### config.mk
export PLATFORM = sky130hd
export DESIGN_NAME = debounced_button_mode_controller
export DESIGN_NICKNAME = d
export VERILOG_FILES = /design/src/hw/rtl/dbmc_pkg.sv /design/src/hw/rtl/debounced_button_mode_controller.sv /design/src/hw/rtl/dbmc_buttons.sv
export VERILOG_INCLUDE_DIRS = /design/src /design/src/hw/rtl
export SDC_FILE = /design/constraint.sdc
export NUM_CORES = 1
export LEC_CHECK = 0
export ABC_CLOCK_PERIOD_IN_PS = 7500
export BUFFER_PORTS_ARGS = -buffer_cell sky130_fd_sc_hd__buf_2
export CAP_MARGIN = 20
export CORE_MARGIN = 1
export CORE_UTILIZATION = 55
export CTS_BUF_LIST = sky130_fd_sc_hd__clkbuf_16
export CTS_CLUSTER_DIAMETER = 80
export DETAILED_ROUTE_END_ITERATION = 8
export PLACE_DENSITY = 0.73
export SLEW_MARGIN = 20
export SYNTH_ARGS = -nofsm -noshare
export SYNTH_HDL_FRONTEND = slang
export SYNTH_HIERARCHICAL = 1
export SYNTH_SLANG_ARGS = --single-unit
### constraint.sdc
create_clock -name clk -period 7.5 [get_ports clk]
set_clock_uncertainty 0.1 [all_clocks]
set_input_delay 1.125 -clock clk [delete_from_list [all_inputs] [get_ports clk]]
set_output_delay 1.125 -clock clk [all_outputs]
set_load 0.02 [all_outputs]
### src/hw/rtl/debounced_button_mode_controller_defines.svh
// Assertion macros for the debounced button mode controller.
`ifndef DEBOUNCED_BUTTON_MODE_CONTROLLER_DEFINES_SVH
`define DEBOUNCED_BUTTON_MODE_CONTROLLER_DEFINES_SVH

// Implication checked at every clock edge outside reset.
`define DBMC_ASSERT(label, prop, msg) \
  label: assert property (@(posedge clk) disable iff (rst) (prop)) else $error(msg);

// Implication checked at every clock edge, reset included.
`define DBMC_ASSERT_ALWAYS(label, prop, msg) \
  label: assert property (@(posedge clk) (prop)) else $error(msg);

`endif

### src/hw/rtl/dbmc_pkg.sv
// Types and constants shared by the debounced button mode controller.
package dbmc_pkg;

  typedef enum logic [1:0] {
    ST_IDLE = 2'd0,
    ST_RUN  = 2'd1,
    ST_STOP = 2'd2,
    ST_ERR  = 2'd3
  } state_t;

  typedef enum logic [1:0] {
    MD_NONE = 2'd0,
    MD_OBST = 2'd1,
    MD_WALL = 2'd2
  } mode_t;

  typedef enum logic [2:0] {
    LED_OFF   = 3'd0,
    LED_SOLID = 3'd1,
    LED_SLOW  = 3'd2,
    LED_FAST  = 3'd3,
    LED_ONCE  = 3'd4,
    LED_TWICE = 3'd5
  } led_t;

  typedef enum logic [2:0] {
    KIND_PRESS     = 3'd0,
    KIND_UPDATE    = 3'd1,
    KIND_SET_STATE = 3'd2,
    KIND_DONE      = 3'd3,
    KIND_ERROR     = 3'd4
  } kind_t;

  typedef enum logic [1:0] {
    BUTTON_GREEN = 2'd0,
    BUTTON_RED   = 2'd1,
    BUTTON_BLUE  = 2'd2,
    BUTTON_WHITE = 2'd3
  } button_t;

  typedef enum logic [1:0] {
    CFG_DEBOUNCE = 2'd0,
    CFG_SHORT    = 2'd1,
    CFG_LONG     = 2'd2
  } cfg_reg_t;

  localparam int NUM_BUTTONS = 4;
  localparam int TIME_W      = 32;
  localparam int CFG_W       = 16;

  localparam logic [CFG_W-1:0] DEBOUNCE_RST = 16'd200;
  localparam logic [CFG_W-1:0] SHORT_RST    = 16'd500;
  localparam logic [CFG_W-1:0] LONG_RST     = 16'd1000;

  // Control from the event stage to the button tracker.
  typedef struct packed {
    logic              press;
    logic              clear;
    logic [1:0]        id;
    logic [TIME_W-1:0] now;
    logic [CFG_W-1:0]  debounce;
  } btn_ctl_t;

endpackage

### src/hw/rtl/debounced_button_mode_controller.sv
// Top level of the debounced button mode controller.
// Each input transaction is one event and returns exactly one result transaction
// showing the state after that event. An event is registered at the input, processed
// from that register once the output register can take it, and written to the output
// register; one event is taken every cycle while the output is not stalled, and the
// rate is set by the single event stage that updates the run state and button flags.
// Presses are filtered per button by a wrapping 32-bit millisecond compare against
// debounce_ms. Configuration writes are to be made only while no event is in flight.
`include "debounced_button_mode_controller_defines.svh"

module debounced_button_mode_controller (
  input  logic        clk,
  input  logic        rst,
  input  logic        cfg_we,
  input  logic [1:0]  cfg_index,
  input  logic [15:0] cfg_data,
  input  logic        in_valid,
  output logic        in_stall,
  input  logic [2:0]  kind,
  input  logic [1:0]  button_id,
  input  logic [31:0] now_ms,
  input  logic [1:0]  new_state,
  output logic        out_valid,
  input  logic        out_stall,
  output logic [1:0]  car_state,
  output logic [1:0]  car_mode,
  output logic [15:0] target_mm,
  output logic [2:0]  led_pattern,
  output logic        start_pulse,
  output logic        stop_pulse,
  output logic        mode_changed
);
  import dbmc_pkg::*;

  logic [CFG_W-1:0] debounce_ms;
  logic [CFG_W-1:0] short_distance_mm;
  logic [CFG_W-1:0] long_distance_mm;

  logic              s1_valid;
  logic [2:0]        s1_kind;
  logic [1:0]        s1_id;
  logic [TIME_W-1:0] s1_now;
  logic [1:0]        s1_new_state;

  state_t           run_state, run_state_next;
  mode_t            mode_reg, mode_reg_next;
  logic             distance_long, distance_long_next;
  logic [CFG_W-1:0] target_reg, target_reg_next;
  led_t             led_reg, led_reg_next;
  logic             start_next, stop_next, mode_next;

  logic                   adv;
  logic                   in_accept;
  btn_ctl_t               btn_ctl;
  logic [NUM_BUTTONS-1:0] pending;

  assign adv       = s1_valid && (!out_valid || !out_stall);
  assign in_stall  = s1_valid && !adv;
  assign in_accept = in_valid && !in_stall;

  always_ff @(posedge clk) begin
    if (rst) begin
      debounce_ms       <= DEBOUNCE_RST;
      short_distance_mm <= SHORT_RST;
      long_distance_mm  <= LONG_RST;
    end else if (cfg_we) begin
      case (cfg_index)
        CFG_DEBOUNCE: debounce_ms       <= cfg_data;
        CFG_SHORT:    short_distance_mm <= cfg_data;
        CFG_LONG:     long_distance_mm  <= cfg_data;
        default: ;
      endcase
    end
  end

  // Input register
  always_ff @(posedge clk) begin
    if (rst) begin
      s1_valid <= 1'b0;
    end else if (in_accept) begin
      s1_valid <= 1'b1;
    end else if (adv) begin
      s1_valid <= 1'b0;
    end
  end

  always_ff @(posedge clk) begin
    if (in_accept) begin
      s1_kind      <= kind;
      s1_id        <= button_id;
      s1_now       <= now_ms;
      s1_new_state <= new_state;
    end
  end

  always_comb begin
    btn_ctl.press    = adv && (s1_kind == KIND_PRESS);
    btn_ctl.clear    = adv && (s1_kind == KIND_UPDATE);
    btn_ctl.id       = s1_id;
    btn_ctl.now      = s1_now;
    btn_ctl.debounce = debounce_ms;
  end

  dbmc_buttons u_buttons (
    .clk     (clk),
    .rst     (rst),
    .ctl     (btn_ctl),
    .pending (pending)
  );

  // Event processing; update handles green, red, blue, white in that order
  always_comb begin
    run_state_next     = run_state;
    mode_reg_next      = mode_reg;
    distance_long_next = distance_long;
    target_reg_next    = target_reg;
    led_reg_next       = led_reg;
    start_next         = 1'b0;
    stop_next          = 1'b0;
    mode_next          = 1'b0;
    case (s1_kind)
      KIND_UPDATE: begin
        if (pending[BUTTON_GREEN]) begin
          if ((run_state_next inside {ST_IDLE, ST_STOP}) && mode_reg_next != MD_NONE) begin
            run_state_next = ST_RUN;
            led_reg_next   = LED_FAST;
            start_next     = 1'b1;
          end
        end
        if (pending[BUTTON_RED]) begin
          if (run_state_next == ST_RUN) begin
            run_state_next = ST_STOP;
            led_reg_next   = LED_OFF;
            stop_next      = 1'b1;
          end else if (run_state_next == ST_STOP) begin
            run_state_next  = ST_IDLE;
            mode_reg_next   = MD_NONE;
            target_reg_next = '0;
            led_reg_next    = LED_SLOW;
            mode_next       = 1'b1;
          end
        end
        if (pending[BUTTON_BLUE] && (run_state_next inside {ST_IDLE, ST_STOP})) begin
          if (mode_reg_next == MD_OBST && !distance_long_next) begin
            distance_long_next = 1'b1;
            target_reg_next    = long_distance_mm;
            led_reg_next       = LED_TWICE;
          end else begin
            mode_reg_next      = MD_OBST;
            distance_long_next = 1'b0;
            target_reg_next    = short_distance_mm;
            led_reg_next       = LED_ONCE;
          end
          mode_next = 1'b1;
        end
        if (pending[BUTTON_WHITE] && (run_state_next inside {ST_IDLE, ST_STOP})) begin
          mode_reg_next   = MD_WALL;
          target_reg_next = '0;
          led_reg_next    = LED_SOLID;
          mode_next       = 1'b1;
        end
      end
      KIND_SET_STATE: begin
        run_state_next = state_t'(s1_new_state);
        case (state_t'(s1_new_state))
          ST_IDLE: led_reg_next = LED_SLOW;
          ST_STOP: led_reg_next = LED_OFF;
          default: led_reg_next = LED_FAST;
        endcase
      end
      KIND_DONE: begin
        run_state_next = ST_STOP;
        led_reg_next   = LED_SOLID;
      end
      KIND_ERROR: begin
        run_state_next = ST_ERR;
        led_reg_next   = LED_FAST;
      end
      default: ;
    endcase
  end

  always_ff @(posedge clk) begin
    if (rst) begin
      run_state     <= ST_IDLE;
      mode_reg      <= MD_NONE;
      distance_long <= 1'b0;
      target_reg    <= '0;
      led_reg       <= LED_SLOW;
    end else if (adv) begin
      run_state     <= run_state_next;
      mode_reg      <= mode_reg_next;
      distance_long <= distance_long_next;
      target_reg    <= target_reg_next;
      led_reg       <= led_reg_next;
    end
  end

  // Result register
  always_ff @(posedge clk) begin
    if (rst) begin
      out_valid <= 1'b0;
    end else if (adv) begin
      out_valid <= 1'b1;
    end else if (!out_stall) begin
      out_valid <= 1'b0;
    end
  end

  always_ff @(posedge clk) begin
    if (adv) begin
      car_state    <= run_state_next;
      car_mode     <= mode_reg_next;
      target_mm    <= target_reg_next;
      led_pattern  <= led_reg_next;
      start_pulse  <= start_next;
      stop_pulse   <= stop_next;
      mode_changed <= mode_next;
    end
  end

  `DBMC_ASSERT(a_start_state,
    (out_valid && start_pulse) |-> (car_state == ST_RUN || car_state == ST_STOP),
    "start reported without a running or stopped car")
  `DBMC_ASSERT(a_target_mode,
    (out_valid && target_mm != '0) |-> (car_mode == MD_OBST),
    "nonzero target outside obstacle mode")
  `DBMC_ASSERT(a_clear_mode,
    (out_valid && mode_changed && car_mode == MD_NONE) |->
      (car_state == ST_IDLE && target_mm == '0),
    "mode cleared without return to idle")
  `DBMC_ASSERT_ALWAYS(a_stall_busy,
    in_stall |-> s1_valid,
    "input stalled with empty event stage")

endmodule

### src/hw/rtl/dbmc_buttons.sv
// Per-button debounce timestamps and pending flags.
module dbmc_buttons (
  input  logic                             clk,
  input  logic                             rst,
  input  dbmc_pkg::btn_ctl_t               ctl,
  output logic [dbmc_pkg::NUM_BUTTONS-1:0] pending
);
  import dbmc_pkg::*;

  logic [TIME_W-1:0] last_press [NUM_BUTTONS];
  logic [TIME_W-1:0] elapsed;
  logic              pass;

  assign elapsed = ctl.now - last_press[ctl.id];
  assign pass    = elapsed >= {{(TIME_W-CFG_W){1'b0}}, ctl.debounce};

  always_ff @(posedge clk) begin
    if (rst) begin
      pending <= '0;
      for (int i = 0; i < NUM_BUTTONS; i++) begin
        last_press[i] <= '0;
      end
    end else if (ctl.clear) begin
      pending <= '0;
    end else if (ctl.press && pass) begin
      pending[ctl.id]    <= 1'b1;
      last_press[ctl.id] <= ctl.now;
    end
  end

endmodule

==> results.yml, run 1 <==
run_status:
  status: "completed"
routing:
  vias: 10200
  antenna_left: 0
  avgRoutedWirePerCell_um: 19.6
  firstDrtPassIters: 7
  drt_wl_total_um: 32500
  dr.first_iter.drc_count: 1072
  viasPerCell: 6.14
  drc_errors: 0
worst_setup_path:
  crit_required_ns: 7.66
  reg2reg_to: "u_buttons/last_press[1][1]"
  cp.arrival_ns: 6.63
  cp_max_fo: 32
  critPathCaptureType: "register"
  reg2reg_from: "s1_id[0]"
  critical_path_class: "reg2reg"
  startpoint_type: "register"
  r2r_cells: 22
  r2r_setup_slack_ns: 1.03
clock_network:
  hold_buffers: 0
  clock_latency_ns: 0.55
  numCtsBuffers: 28
  cts_root_buf: "clkbuf_16"
  cts_tree: "done"
  clk_pin_slew_ns: 0.06
  htree_levels: 1
  clockBufferDepth: 3
  post_cts_resized: 0
  postCtsSetupRepairBufs: 0
  cts_sinks: 271
placed_design:
  routabilityCongestion: 0.943
  dp_hpwl_um: 22100
  io_buffers: 89
  placed_area_sq_um: 14400
timing:
  fmax_mhz: 155
  tns_ns: 0
  hold_viol: 0
  post-route-min-period_ns: 6.47
  setup_violations: 0
  relSlewSlack_pct: 38.2
  worstMarginPinSlew_ns: 0.926
  period_share_pct: 86.3
  drv_slew: 0
  rsz0062_at_grt: "no"
global_route:
  antenna_found_initial: 0
  grt_max_degree: 68
  grt_usage_pct: 25.4
  grt_pass1_vias: 9717
  grt.overflow.total: 0
  grt_pass1_wl_um: 51900
yosys:
  ys_seq_elements: 271
  synth_area_per_cell_sq_um: 10.9
  ys_types: 77
  synth_area_sq_um: 13800
  seq_area_frac_synth_pct: 53.3
  syn_nets: 1379
  synth_ff_type: "edfxtp_1"
  netlist_instances: 1267
  synth_edf_count: 193
  async_flop_share_pct: 0
  ys_warn_count: 6
flow_run:
  max-cap-violations: 0
power_and_ir_drop:
  powerDensity_nw_per_um2: 236
  clockPowerShare_pct: 39.4
  seqPwrFrac_pct: 46.5
  ir_drop_uv: 222
  leakagePower_nw: 5.82
  p_sw_share_pct: 25.2
  power_frac_comb_pct: 14.1
  p_int_mw: 2.72
  power.switching_uw: 918
layout:
  flow.area_growth_from_synthesis_pct: 11.7
  top_register: "u_buttons/last_press"
  largest_register_ffs: 128
  top_regs: "u_buttons/last_press x128, s1_now x32"
  final_nets: 1428
  finalInstanceArea_sq_um: 15400
  antenna_cells: 0
  num-fill-cells: 1944
  final_layout_size_suffix_gt1_share_pct: 16.9
floorplanning:
  start_util_pct: 56.4
  die-area_sq_um: 25700
  fp.dieH_um: 160
  core_area_sq_um: 24500
  die_w_um: 160
  rows: 57
  ios: 90
worst_hold_path:
  whs_path_depth: 2
  hold_end: "long_distance_mm[14]"
  hp-start: "long_distance_mm[14]"
  min_path_type: "reg2reg"
layout make-up:
cell class,instances,area [sq um],share of cell area [%]
inverter,63,236,1.53
tap,324,405,2.63
multi-input combinational,843,5820,37.8
sequential,271,7360,47.7
timing repair buffer,109,646,4.19
clock inverter,20,226,1.47
clock buffer,29,726,4.71
routing by layer:
| layer | up-vias | share of wire [%] | track usage [%] |
|---|---|---|---|
| met3 | 47 | 8.1 | 3.77 |
| met2 | 438 | 46 | 40.9 |
| met5 | - | 0 | 0 |
| li1 | 4792 | - | - |
| met4 | 0 | 1.4 | 5.45 |
| met1 | 4904 | 44 | 36.5 |
placed cells by master (no fill, tap or decap), types with 8 or more instances in the layout:
cell type and count:
a21o_1 8, buf_4 16, buf_2 89, o2bb2ai_1 22
nand4_1 18, ha_1 49, edfxtp_1 193, clkbuf_16 29
xor2_1 8, xnor2_1 12, nor2_1 73, o21a_1 13
o2bb2ai_2 10, nand3_1 45, dfxtp_1 78, nand2b_1 9
nor3_1 108, and3_1 11, nand2_1 151, o211ai_1 10
nand3b_1 19, o21ai_0 24, mux2i_1 21, a21oi_1 87
mux4_2 32, inv_1 64
critical path, stage by stage, from the launching register on:
cell and delay (ns):
edfxtp_1 0.53, buf_4 0.58, mux4_2 0.58, inv_1 0.07, ha_1 0.21, o211ai_1 0.12
a21o_1 0.20, a21o_1 0.17, a211o_1 0.34, a21oi_1 0.21, nor2b_1 0.08, xnor2_1 0.13
ha_1 0.30, nand4_1 0.11, nor2_1 0.06, o21ai_0 0.08, o32a_1 0.16, o2111ai_1 0.10
a2111o_1 0.36, or4_4 0.58, nor3_4 0.70, buf_4 0.32, nor3_1 0.08
stage by stage:
stage | setup slack, ns | hold slack (ns) | utilization, % | power (mW) | instances
6_report | 1.03 | 0.352 | 63.0 | 3.64 | 1659
5_1_grt | 0.518 | 0.368 | 63.0 | 3.77 | 1659
4_1_cts | 0.987 | 0.354 | 62.9 | 3.65 | 1658
3_5_place_dp | 1.03 | 0.346 | 59.1 | 2.23 | 1609
3_3_place_gp | 1.12 | 0.341 | 59.1 | 2.22 | 1609
2_1_floorplan | 1.16 | 0.333 | - | 2.08 | 1267
Yosys cell counts (all sizes together) (21+ instances only):
cell	n	area [sq um]
o2bb2ai	32	343
ha	49	613
edfxtp	193	5800
nor3	110	561
a21oi	92	479
buf	36	224
mux2i	21	210
dfxtp	78	1560
o21ai	32	171
nand3	45	225
mux4	32	721
nor2	74	278
clkbuf	54	203
inv	63	236
nand2	152	578
power by group through the flow:
stage | clock network (mW) | logic [mW] | registers, mW
after floorplan | 0 | 0.365 | 1.72
after global placement | 0 | 0.496 | 1.72
after detailed placement | 0 | 0.504 | 1.73
after CTS | 1.45 | 0.508 | 1.69
after global routing | 1.51 | 0.564 | 1.70
final | 1.43 | 0.514 | 1.69
how the worst max path moves through the flow:
stage | endpoint | cells past startpoint | slack [ns] | start
global route | u_buttons/last_press[1][2] | 22 | 0.52 | s1_id[0]
floorplan | u_buttons/last_press[0][0] | 23 | 1.16 | s1_id[0]
global placement | u_buttons/last_press[2][1] | 22 | 1.12 | s1_id[0]
CTS | u_buttons/last_press[0][0] | 22 | 0.99 | s1_id[0]
finish | u_buttons/last_press[1][1] | 22 | 1.03 | s1_id[0]
detailed placement | u_buttons/last_press[2][5] | 22 | 1.03 | s1_id[0]
logic make-up after synthesis:
family | Yosys count | share of synthesized area, %
adders and majority gates | 50 | 4.59
xor gates and xnor gates | 20 | 1.27
DFF | 271 | 53.3
and+or+nand+nor | 473 | 16.5
AOI/OAI and AO/OA | 245 | 12.6
buffers and inverters | 153 | 4.80
muxes | 55 | 6.91
No activity file was read; power rests on OpenSTA's default activity.
==> run 2: changes to the inputs <==
PLACE_DENSITY = 0.79   (was 0.73)
==> run 2 against run 1 <==
Against the previous run: utilization is 0.60 points lower; worst hold slack better by 0.0037 ns; maximum frequency is 1.5% higher; cell area is 0.95% lower; via count is 0.46% lower; critical endpoint is now u_buttons/last_press[0][11].
==> results.yml, run 2 (same netlist as run 1, synthesis figures left out) <==
worst_setup_path:
  path_depth: 22
  critPathCaptureType: "register"
  cp_cell_sequence: "buf_4 > mux4_2 > inv_1 > ha_1 > o211ai_1 > a21o_1 > a21o_1 > a211o_1 > a21oi_1 > nor2b_1 > xnor2_1 > ha_1 > nand4_1 > nor2_1 > o21ai_0 > o32a_1 > o2111ai_1 > a2111o_1 > or4_4 > nor3_4 > buf_4 > nor3_1"
  cp_max_fo: 64
  slowest_delay_ns: 0.59
  r2r_setup_slack_ns: 1.12
  critical_path_buf_inv_count: 3
  critical_path_class: "reg2reg"
  r2r_cells: 22
  cp.arrival_ns: 6.53
  startpoint_type: "register"
  crit_family: "compound AO/OA/AOI/OAI gates"
  crit_slowest_cell: "buf_4"
  reg2reg_from: "s1_id[0]"
  reg2reg_to: "u_buttons/last_press[0][11]"
  crit_required_ns: 7.65
power_and_ir_drop:
  ir_drop_uv: 198
  powerDensity_nw_per_um2: 230
  leakagePower_nw: 5.78
layout:
  num-fill-cells: 1901
  top_regs: "u_buttons/last_press x128, s1_now x32"
  layout_commonest_cell: "edfxtp_1"
  top_register: "u_buttons/last_press"
  antenna_cells: 0
  final_cells: 1658
  largest_register_ffs: 128
  layout_common_cells: "edfxtp_1 (193), nand2_1 (151), nor3_1 (108)"
  final_nets: 1424
  final_layout_size_suffix_gt1_share_pct: 16.4
  flow.area_growth_from_synthesis_pct: 10.6
global_route:
  grt.overflow.total: 0
  grt_pass1_vias: 9748
  grt_usage_pct: 24.0
  grt_max_degree: 68
  antenna_found_initial: 0
  grt_pass1_wl_um: 49800
timing:
  worstMarginPinSlew_ns: 0.837
  fmax_mhz: 157
  tns_ns: 0
  fin_ws_ns: 1.12
  post-route-min-period_ns: 6.38
  setup_violations: 0
  relSlewSlack_pct: 44.2
  drv_slew: 0
  rsz0062_at_grt: "no"
  period_share_pct: 85.1
  hold_viol: 0
  fin_hold_ws_ns: 0.356
worst_hold_path:
  hp-start: "long_distance_mm[13]"
  whs_path_depth: 2
  hold_end: "long_distance_mm[13]"
  min_path_type: "reg2reg"
flow_run:
  max-cap-violations: 0
routing:
  antenna_left: 0
  avgRoutedWirePerCell_um: 18.9
  drc_errors: 0
  viasPerCell: 6.11
  dr.first_iter.drc_count: 730
  drt_wl_total_um: 31300
  vias: 10100
  firstDrtPassIters: 5
clock_network:
  cts_root_buf: "clkbuf_16"
  cts_sinks: 271
  postCtsSetupRepairBufs: 0
  clk_pin_slew_ns: 0.06
  htree_levels: 1
  clock_latency_ns: 0.53
  clockBufferDepth: 3
  post_cts_resized: 0
  numCtsBuffers: 28
  cts_tree: "done"
  hold_buffers: 0
floorplanning:
  core_area_sq_um: 24500
  die-area_sq_um: 25700
  start_util_pct: 56.4
  die_w_um: 160
  fp.dieH_um: 160
  ios: 90
  rows: 57
placed_design:
  place_inst: 1605
  dp_hpwl_um: 20800
  routabilityCongestion: 0.926
  io_buffers: 89
  pre_cts_ws_ns: 1.14
run_status:
  status: "completed"
-- run 2: cell count changes in the layout (fill, tap and decap cells not counted), moves of 2 or more --
| cell | previous run | this run |
|---|---|---|
| inv_1 | 64 | 69 |
| buf_12 | 4 | 1 |
| bufinv_16 | 5 | 1 |
| clkinv_2 | 3 | 5 |
-- run 2: report_power, final --
group	leakage, nW	total, mW	internal, mW	switching [mW]
Sequential	2.60	1.69	1.66	0.0335
Clock	0.456	1.31	0.750	0.557
Combinational	2.72	0.508	0.195	0.313
-- run 2: worst max path at each step --
stage / slack (ns) / endpoint / start
after floorplan: 1.16 / u_buttons/last_press[0][0] / s1_id[0]
after global placement: 1.31 / u_buttons/last_press[0][15] / s1_id[0]
after detailed placement: 1.14 / u_buttons/last_press[0][11] / s1_id[0]
after CTS: 1.10 / u_buttons/last_press[0][5] / s1_id[0]
after global routing: 0.76 / u_buttons/last_press[2][6] / s1_id[0]
final: 1.12 / u_buttons/last_press[0][11] / s1_id[0]
-- run 2: layout make-up --
type	count	area, sq um	share of cell area, %
Timing Repair Buffer	105	578	3.79
Clock inverter	22	124	0.811
Sequential cell	271	7360	48.2
Multi-Input combinational cell	843	5820	38.1
Clock buffer	30	751	4.92
Tap cell	324	405	2.65
Inverter	63	236	1.55
-- run 2: metal layers --
layer,share of wire (%),global-route usage (%)
met3,6.9,3.18
met2,47,39.8
met4,2.6,7.84
met1,43,32.8
met5,0,0
-- run 2: stage by stage --
step,power [mW],area [sq um],utilization [%]
floorplan,2.08,13800,-
global placement,2.21,14400,58.8
detailed placement,2.22,14400,58.8
CTS,3.52,15200,62.3
global route,3.64,15300,62.4
finish,3.51,15300,62.4
-- run 2: worst reg2reg max path, cell delays in order, from the launching register on --
cell,delay [ns]
edfxtp_1,0.53
buf_4,0.60
mux4_2,0.58
inv_1,0.07
ha_1,0.23
o211ai_1,0.13
a21o_1,0.21
a21o_1,0.17
a211o_1,0.35
a21oi_1,0.22
nor2b_1,0.08
xnor2_1,0.13
ha_1,0.31
nand4_1,0.12
nor2_1,0.07
o21ai_0,0.07
o32a_1,0.16
o2111ai_1,0.09
a2111o_1,0.35
or4_4,0.58
nor3_4,0.19
buf_4,0.54
nor3_1,0.22
